<file path="config.mk">
export PLATFORM = sky130hd
export DESIGN_NAME = hctc_ram
export DESIGN_NICKNAME = d
export VERILOG_FILES = /design/src/hdl/hctc_ram.sv
export SDC_FILE = /design/constraint.sdc
export NUM_CORES = 1
export LEC_CHECK = 0
export BUFFER_PORTS_ARGS = -buffer_cell sky130_fd_sc_hd__buf_2
export CAP_MARGIN = 10
export CORE_MARGIN = 2
export CORE_UTILIZATION = 45
export CTS_CLUSTER_SIZE = 16
export DETAILED_ROUTE_END_ITERATION = 6
export PLACE_DENSITY = 0.64
export SETUP_SLACK_MARGIN = 0.05
export SYNTH_ARGS = -nofsm -noshare
export SYNTH_HDL_FRONTEND = slang
export SYNTH_SLANG_ARGS = --single-unit
</file>
<file path="constraint.sdc">
create_clock -name clk -period 4.1 [get_ports clk]
set_input_delay 0.41 -clock clk [delete_from_list [all_inputs] [get_ports clk]]
set_output_delay 0.41 -clock clk [all_outputs]
set_load 0.01 [all_outputs]
</file>
<file path="src/hdl/hctc_ram.sv">
// ----------------------------------------------------------------------------
// hctc_ram
// Simple dual-port RAM with one write port and a registered read port.
// ----------------------------------------------------------------------------
module hctc_ram #(
	parameter int WIDTH = 32,
	parameter int DEPTH = 16,
	localparam int AW = (DEPTH > 1) ? $clog2(DEPTH) : 1
) (
	input  logic             clk,
	input  logic             we,
	input  logic [AW-1:0]    waddr,
	input  logic [WIDTH-1:0] wdata,
	input  logic             re,
	input  logic [AW-1:0]    raddr,
	output logic [WIDTH-1:0] rdata
);

	logic [WIDTH-1:0] mem [DEPTH];

	always_ff @(posedge clk) begin
		if (we)
			mem[waddr] <= wdata;
		if (re)
			rdata <= mem[raddr];
	end

endmodule

</file>
==> reports/qor.json <==
{
  "outcome": {
    "status": "completed"
  },
  "power": {
    "peakVddDrop_v": 0.000351,
    "post-layout-total-power_mw": 11.5,
    "power_per_cell_area_nw_per_um2": 495,
    "leakagePower_nw": 7.34
  },
  "setup_path": {
    "critical-path-max-stage-delay_ns": 0.86,
    "cp-end-kind": "flop",
    "critical_path.max_fanout": 13,
    "criticalPathCategory": "in2reg",
    "cp.required_ns": 4.36,
    "critPathSlowestCell": "nor3_2",
    "cp-start-kind": "input port",
    "worstPathBufferInverterCount": 2,
    "arrival_ns": 2.24,
    "path_delay_family": "simple AND/OR/NAND/NOR gates",
    "setup.reg_to_reg.worst_slack_ns": 2.58,
    "worstPathCellList": "buf_2 -> nand3b_1 -> nor3_2 -> buf_4"
  },
  "synth": {
    "synth.avg_cell_area_um2": 24.1,
    "synthDistinctLibCells": 17,
    "synthDominantAreaCellType": "edfxtp_1",
    "yosysWarnings": 0,
    "synth_area_um2": 20200,
    "synth_most_common_cell": "edfxtp_1",
    "synth_ff_type": "edfxtp_1",
    "synthesized_instance_count": 838,
    "area_share_of_the_leading_cell_type_in_the_synthesized_netlist": 0.810,
    "async_reset_ff_frac": 0,
    "count_of_flip_flops_with_a_built_in_enable_after_synthesis": 544,
    "syn_nets": 881,
    "synth-seq-area-share": 0.810,
    "synth-seq-cells": 544,
    "netlist_top_cells_count": "544 x edfxtp_1, 128 x mux4_2, 64 x a22oi_1",
    "synth_area_leaders": "edfxtp_1 81%, mux4_2 14%, a22oi_1 2.4%"
  },
  "drt": {
    "routedWlPerCell_um": 26.6,
    "dr_vias_cell": 5.73,
    "dr_total_vias": 9080,
    "postRouteWirelength_um": 42200,
    "drt-initial-drc-count": 970,
    "antenna_left": 0,
    "drtPass1Iterations": 5,
    "drcViolationCount": 0
  },
  "global_route": {
    "congestion_overflow_gr": 0,
    "first_global_vias": 9433,
    "antenna_found_initial": 2,
    "grt_max_degree": 50,
    "gr-usage-all-layers": 0.185,
    "wire_length_of_the_first_global_routing_pass_um": 62600
  },
  "worst_hold_path": {
    "worstHoldPathType": "in2reg"
  },
  "die": {
    "fp.dieArea_um2": 46500,
    "placement_rows": 77,
    "io_pins": 75,
    "floorplan.initialDensity": 0.456,
    "fp.dieW_um": 216,
    "core_um2": 44200,
    "die_height_um": 216
  },
  "sta": {
    "final-max-slew-violation-count": 0,
    "worst_slew_margin_rel": 0.173,
    "final-setup-viol-count": 0,
    "totalNegativeSetupSlack_ns": 0,
    "maxClockFrequency_mhz": 507,
    "report.final.hold_viol_count": 0,
    "min_period_over_period": 0.481,
    "unrepaired_setup_endpoints_after_global_routing": "no",
    "max_slew.worst_pin.slew_ns": 1.24,
    "post-route-min-period_ns": 1.97,
    "finClkSkew_ns": 0.0153
  },
  "flow_run": {
    "max-cap-violations": 0
  },
  "placement": {
    "place_area_um2": 21400,
    "numPortBuffers": 74,
    "place.detailed.hpwl_um": 23000,
    "gp_congestion": 0.748
  },
  "clocking": {
    "cts.path.max_buffers": 3,
    "clock_latency_of_the_later_clocked_register_in_the_worst_skew_pair_ns": 0.59,
    "postCtsSetupRepairBufs": 0,
    "cts-hold-fix-buffers": 0,
    "tritoncts": "done",
    "cts-buffers-inserted": 54,
    "clkSinkCount": 544,
    "clock-root-buffer": "clkbuf_16",
    "htree_depth": 2,
    "clkSlewWorstSetupHoldPaths_ns": 0.06,
    "cts-resized-gates": 0
  },
  "layout": {
    "layout-area-overhead-vs-synth_pct": 14.8,
    "layout.cell_area.non_filler_um2": 23200,
    "layout.nets": 993,
    "num-fill-cells": 3345,
    "layout.area.seq_um2": 16300,
    "final_layout_size_suffix_gt1_frac": 0.318,
    "multi_input_area_um2": 3750
  }
}
-- per-layer routing --
layer | wire, µm | global-route usage
met5 | 20 | 0
met1 | 18200 | 0.264
met2 | 20100 | 0.289
met3 | 3060 | 0.0475
met4 | 768 | 0.0421
-- through the flow --
stage | hold slack (ns) | setup slack [ns] | utilization | std cells
floorplan | 0.509 | 0.510 | - | 838
global placement | 0.727 | 1.54 | 0.485 | 1483
detailed placement | 0.731 | 1.51 | 0.485 | 1483
CTS | 0.165 | 2.14 | 0.522 | 1580
global route | 0.183 | 2.06 | 0.524 | 1583
finish | 0.196 | 2.13 | 0.524 | 1585
-- worst paths after layout --
kind / end / cells past startpoint / start
worst max-delay path: mem[4][1] / 4 / waddr[3]
worst min-delay path: mem[9][12] / 1 / wdata[12]
worst max register to register: rdata[23] / 3 / mem[3][23]
worst min register to register: rdata[5] / 3 / mem[14][5]
-- cell families after synthesis --
| group | share of synthesized area |
|---|---|
| DFF | 0.810 |
| muxes | 0.143 |
| AOI/OAI and AO/OA | 0.0238 |
| and+or+nand+nor | 0.0125 |
| buffers and inverters | 0.0110 |
-- flip-flops by register name, indices dropped and copies added, names as in the netlist --
register	cells
rdata	32
mem	512
-- final cells by class --
| cell class | count | area share |
|---|---|---|
| repair buffers | 99 | 0.0298 |
| flip-flops and latches | 544 | 0.705 |
| diodes | 2 | 0.000216 |
| multi-input cells | 251 | 0.162 |
| well taps | 592 | 0.0320 |
| clock inverters | 27 | 0.00907 |
| clock buffers | 70 | 0.0618 |
-- worst register-to-register path: cells and delay by family, from the launching register on --
kind / cells / cell delay, ns
AO/OA/AOI/OAI: 1 / 0.32
flip-flops: 1 / 0.37
multiplexers: 1 / 0.48
AND/OR/NAND/NOR: 1 / 0.10
-- cells in the final DEF (no fill, tap or decap) --
| cell type | Yosys | final |
|---|---|---|
| clkinv_1 | 0 | 15 |
| a22oi_1 | 64 | 64 |
| inv_6 | 0 | 1 |
| clkbuf_1 | 17 | 15 |
| nand3b_1 | 2 | 2 |
| nor3_2 | 0 | 4 |
| and2_2 | 0 | 1 |
| clkinv_4 | 0 | 4 |
| buf_2 | 4 | 72 |
| diode_2 | 0 | 2 |
| bufinv_16 | 0 | 3 |
| nand3_1 | 1 | 1 |
| buf_12 | 0 | 8 |
| nand2b_1 | 2 | 2 |
| clkinv_2 | 0 | 4 |
| nor2b_4 | 0 | 2 |
| clkbuf_8 | 0 | 1 |
| mux4_2 | 128 | 128 |
| clkbuf_16 | 0 | 55 |
| or3b_2 | 1 | 1 |
| buf_16 | 0 | 1 |
| nand2_1 | 33 | 33 |
| edfxtp_1 | 544 | 544 |
| buf_4 | 11 | 17 |
| nor2_4 | 0 | 13 |
-- where the power goes --
part	leakage [nW]	switching [mW]	internal, mW	total, mW
registers	4.94	0.0372	6.27	6.30
logic	1.60	0.328	0.219	0.547
clock network	0.798	1.97	2.64	4.61
total	7.34	2.33	9.13	11.5
(Power assumes the default switching activity.)
