$ cat src/hdl/hctc_pkg.sv
// ----------------------------------------------------------------------------
// hctc_pkg
// Types, constants and helpers of the computed-torque controller.
// ----------------------------------------------------------------------------
package hctc_pkg;

	localparam int JOINTS    = 12;
	localparam int FRAC_BITS = 16;
	localparam int JW        = (JOINTS > 1) ? $clog2(JOINTS) : 1;
	localparam int MAT_DEPTH = JOINTS * JOINTS;
	localparam int ACC_W     = 56;
	localparam int PROD_W    = 66;
	localparam int DIV_W     = 2 * FRAC_BITS + 1;
	localparam int DIV_CW    = $clog2(DIV_W + 1);

	localparam logic [15:0] TIME_STEP_RST = 16'd66;
	localparam logic [30:0] KP_RST        = 31'd6553600;
	localparam logic [30:0] KV_RST        = 31'd1310720;

	localparam logic signed [31:0] Q_MAX = 32'sh7FFFFFFF;
	localparam logic signed [31:0] Q_MIN = 32'sh80000000;

	typedef enum logic [1:0] {
		REQ_MATRIX  = 2'd0,
		REQ_JOINT   = 2'd1,
		REQ_GAIN    = 2'd2,
		REQ_COMPUTE = 2'd3
	} req_kind_t;

	typedef enum logic [1:0] {
		CFG_TIME_STEP = 2'd0,
		CFG_POS_GAIN  = 2'd1,
		CFG_VEL_GAIN  = 2'd2
	} cfg_reg_t;

	typedef enum logic [2:0] {
		OP_DT   = 3'd0,
		OP_KVED = 3'd1,
		OP_KPE  = 3'd2,
		OP_KVE  = 3'd3,
		OP_KPEI = 3'd4,
		OP_M    = 3'd5,
		OP_C    = 3'd6,
		OP_G    = 3'd7
	} op_t;

	typedef struct packed {
		logic [1:0]         req_type;
		logic [3:0]         row;
		logic [3:0]         col;
		logic signed [31:0] value_a;
		logic signed [31:0] value_b;
		logic signed [31:0] position;
		logic signed [31:0] velocity;
		logic signed [31:0] desired_pos;
		logic signed [31:0] desired_vel;
		logic signed [31:0] desired_acc;
		logic signed [31:0] gravity;
	} req_t;

	typedef struct packed {
		logic [3:0]         joint_index;
		logic signed [31:0] torque;
		logic               last;
	} res_t;

	function automatic logic signed [31:0] sat32(input logic signed [ACC_W-1:0] x);
		logic signed [31:0] r;
		if (x > ACC_W'(Q_MAX))
			r = Q_MAX;
		else if (x < ACC_W'(Q_MIN))
			r = Q_MIN;
		else
			r = x[31:0];
		return r;
	endfunction

endpackage

$ cat src/hdl/hctc_div.sv
// ----------------------------------------------------------------------------
// hctc_div
// Restoring divider: 2^(2*FRAC_BITS) / divisor, one quotient bit per cycle.
// ----------------------------------------------------------------------------
module hctc_div (
	input  logic             clk,
	input  logic             arst_n,
	input  logic             start,
	input  logic [31:0]      divisor,
	output logic             done,
	output logic [hctc_pkg::DIV_W-1:0] quotient
);
	import hctc_pkg::*;

	logic              active_q;
	logic [DIV_CW-1:0] cnt_q;
	logic [31:0]       dvs_q;
	logic [31:0]       rem_q;
	logic [DIV_W-1:0]  quo_q;
	logic [32:0]       trial;
	logic              fits;

	// the dividend is a single one at its top bit
	assign trial = {rem_q, (cnt_q == DIV_CW'(DIV_W - 1))};
	assign fits  = trial >= {1'b0, dvs_q};

	always_ff @(posedge clk or negedge arst_n) begin
		if (!arst_n) begin
			active_q <= 1'b0;
			cnt_q    <= '0;
			done     <= 1'b0;
		end else begin
			done <= 1'b0;
			if (start) begin
				active_q <= 1'b1;
				cnt_q    <= DIV_CW'(DIV_W - 1);
			end else if (active_q) begin
				if (cnt_q == '0) begin
					active_q <= 1'b0;
					done     <= 1'b1;
				end else begin
					cnt_q <= cnt_q - 1'b1;
				end
			end
		end
	end

	always_ff @(posedge clk) begin
		if (start) begin
			dvs_q <= divisor;
			rem_q <= '0;
		end else if (active_q) begin
			rem_q <= fits ? 32'(trial - {1'b0, dvs_q}) : trial[31:0];
			quo_q <= {quo_q[DIV_W-2:0], fits};
		end
	end

	assign quotient = quo_q;

endmodule

$ cat config.mk
export PLATFORM = sky130hd
export DESIGN_NAME = hctc_div
export DESIGN_NICKNAME = d
export VERILOG_FILES = /design/src/hdl/hctc_pkg.sv /design/src/hdl/hctc_div.sv
export SDC_FILE = /design/constraint.sdc
export NUM_CORES = 1
export LEC_CHECK = 0
export BUFFER_PORTS_ARGS = -buffer_cell sky130_fd_sc_hd__buf_4
export CORE_UTILIZATION = 30
export DETAILED_ROUTE_END_ITERATION = 7
export GPL_TIMING_DRIVEN = 0
export HOLD_SLACK_MARGIN = 0.05
export MAX_ROUTING_LAYER = met4
export PLACE_DENSITY = 0.44
export SYNTH_ARGS = -nofsm -noshare
export SYNTH_HDL_FRONTEND = slang
export SYNTH_SLANG_ARGS = --single-unit
$ cat constraint.sdc
create_clock -name clk -period 4.3 [get_ports clk]
set_input_delay 0.645 -clock clk [delete_from_list [all_inputs] [get_ports clk]]
set_output_delay 0.645 -clock clk [all_outputs]
set_load 0.005 [all_outputs]
==> flow_summary_export.csv <==
group,metric,value,unit
sta,clock-skew-final,12.39,ps
floorplanning,start_util,0.3092,
power_and_ir_drop,swShare,0.4144,
final_layout,seq_area,2793,µm²
sta,setup_tns,0,ps
critical_path,cp-end-kind,"flip-flop",
clocking,insertion_delay,360,ps
critical_path,startpoint,"cnt_q[0]",
place,place.gp.congestion,0.8970,
critical_path,max_stage_delay,390,ps
final_layout,syn2layout_area_growth,19.39,%
sta,worst_pin_slew,743.8,ps
critical_path,slowest_stage,"dfrtp_1",
sta,relSlewSlack,0.5041,
power_and_ir_drop,p_seq_frac,0.332,
min_path,min_path_type,"in2async",
route,ant_nets,0,
critical_path,r2r_slack,570,ps
synth,syn_avg_cell_area,9.866,µm²
floorplanning,dieHeight,141.8,µm
route,viasPerCell,5.006,
route,wirelength,15200,µm
grt,grt_pass1_vias,4611,
grt,grt_max_degree,37,
critical_path,critical_path_class,"reg2reg",
floorplanning,ios,69,
flow_run,cap_violations,0,
power_and_ir_drop,leakage,0.002844,µW
critical_path,cp_max_fo,3,
critical_path,start_kind,"flip-flop",
floorplanning,fp.dieArea,20100,µm²
power_and_ir_drop,pwr-share-comb,0.489,
floorplanning,rows,50,
synth,ys_top_cells_by_count,"nand2_1, edfxtp_1, nor2_1",
route,drt-initial-drc-count,328,
clocking,numCtsBuffers,9,
clocking,cts_buffer_depth,2,
synth,syn_nets,664,
final_layout,nets,744,
clocking,clk_pin_slew,80,ps
sta,final-hold-violation-count,0,
floorplanning,dieWidth,141.8,µm
power_and_ir_drop,intPower,2581,µW
place,post-place-ws,609.6,ps
synth,synth_area_leaders,"edfxtp_1, dfxtp_1, ha_1",
critical_path,reg2reg_from,"cnt_q[0]",
critical_path,required,4560,ps
final_layout,layout-drive-gt1-share,0.1870,
place,portBuffers,68,
power_and_ir_drop,peakVddDrop,0.2260,mV
place,hpwl,11140,µm
sta,setup_viol_count_final,0,
clocking,cts_tree,"done",
route,drc,0,
route,post_drt_wl_per_cell,16.19,µm
sta,final.min_clock_period,3729,ps
final_layout,fill_cells,1920,
sta,fin_crit_sh,0.8672,
synth,synth_most_common_cell,"nand2_1",
floorplanning,core,18960,µm²
synth,synth_edf_count,65,
clocking,cts_hold_buf,0,
critical_path,path_buf_inv,2,
grt,grt_overflow,0,
clocking,root_buffer,"clkbuf_16",
sta,grt_setup_unrepaired,"false",
critical_path,r2r_cells,15,
grt,grt_pass1_wl,24030,µm
power_and_ir_drop,powerDensity,629.9,nW/µm²
synth,synth_top_area_frac,0.3330,
critical_path,cp.arrival,3990,ps
route,drtPass1Iterations,5,
clocking,clock-sinks,105,
clocking,post_cts_buffers,0,
power_and_ir_drop,p_clk_frac,0.179,
synth,synthArstFlopShare,0.07619,
synth,synth_cell_types,62,
critical_path,crit_chain,"inv_1 > ha_1 > nor4b_1 > nand2_1 > ha_1 > inv_1 > fa_1 > a21o_1 > a221o_1 > a211oi_1 > o21ai_0 > a41oi_1 > xnor2_1 > nand2_1 > a311oi_1",
status,outcome,"complete, no violations",
synth,ys.flop_type,"edfxtp_1",
clocking,htreeDepth,3,
synth,synth.yosys.seq_area_share,0.4765,
synth,syn_inst,594,
critical_path,endpoint,"rem_q[24]",
critical_path,r2r_end,"rem_q[24]",
sta,fmax,268.2,MHz
clocking,post_cts_resized,0,
final_layout,multi_input_area,2771,µm²
critical_path,cp_top_family,"compound AO/OA/AOI/OAI gates",
grt,grt_usage,0.1604,
critical_path,cp.depth,15,
sta,worst_slack,571.2,ps
power_and_ir_drop,switching_power,1826,µW
sta,slew_violations,0,
synth,ys_ff_latch,105,
final_layout,antennaDiodeCount,0,
synth,synth_top_area_cell,"edfxtp_1",
grt,antenna_found_initial,0,
route,vias,4701,
synth,ys.warnings.count,0,
synth,syn_area,5861,µm²
power by group through the flow:
stage                     Combinational, µW  Sequential [µW]  Clock [µW]
after global routing                   2390             1500         853
after CTS                              2170             1470         822
after detailed placement               2150             1490           0
after floorplan                        1560             1460           0
after global placement                 2130             1490           0
final                                  2150             1460         788
kinds of logic after synthesis:
family / share of synthesized area
compound gates: 0.1798
buf+inv: 0.05188
fa+ha+maj: 0.07600
simple gates: 0.1657
flops: 0.4765
mux: 0.005337
xor+xnor: 0.04483
placed cells by master (no fill, tap or decap), types with 4 or more instances in the layout:
cell,count
nand4_1,8
o21a_1,8
clkbuf_1,18
nor3_1,11
xor2_1,9
a21o_1,7
a31oi_1,7
buf_2,9
edfxtp_1,65
dfrtp_1,8
dfxtp_1,32
a211oi_1,12
nand2_1,72
a21oi_1,31
clkbuf_16,9
nand2_2,10
ha_1,34
nand2b_1,4
and3_1,8
a311oi_2,10
nand3_1,18
inv_1,38
nor4_1,6
a311oi_1,14
buf_4,68
o21ai_0,23
xnor2_1,21
nor2_1,55
per-stage QoR:
stage,cell area (µm²),util,cells,hold slack [ps],total power [µW]
detailed placement,6724,0.3547,923,436.2,3631
global placement,6696,0.3533,922,435.0,3620
global route,6997,0.3691,939,84.27,4735
finish,6997,0.3691,939,91.24,4407
CTS,6997,0.3691,939,79.19,4454
floorplan,5861,-,594,349.4,3018
state kept, by name, summed over array words and instances (netlist names):
register  cells
active_q      1
rem_q        32
quotient     33
cnt_q         6
dvs_q        32
done          1
how the worst min path moves through the flow:
stage                             from           end  slack [ps]
after floorplan                 arst_n      active_q         350
after global placement    quotient[31]  quotient[32]         430
after detailed placement  quotient[24]  quotient[25]         440
after CTS                       arst_n      cnt_q[3]          80
after global routing            arst_n      cnt_q[2]          80
final                           arst_n      cnt_q[2]          90
per-layer routing:
| layer | wire, µm | vias up | share of wire | track usage |
|---|---|---|---|---|
| li1 | - | 2323 | - | - |
| met1 | 7090 | 2237 | 0.47 | 0.2004 |
| met2 | 7195 | 124 | 0.47 | 0.2598 |
| met3 | 647 | 17 | 0.043 | 0.03071 |
| met4 | 266 | 0 | 0.018 | 0.05376 |
| met5 | 0 | - | 0 | - |
final cells by class:
type                       instances  share of cell area
buffer                            29             0.02200
timing repair buffer              69             0.07582
inverter                          40             0.02146
clock inverter                     5            0.005722
sequential                       105              0.3991
tap                              260             0.04649
multi-input combinational        420              0.3961
clock buffer                      11             0.03326
(Power assumes the default switching activity.)
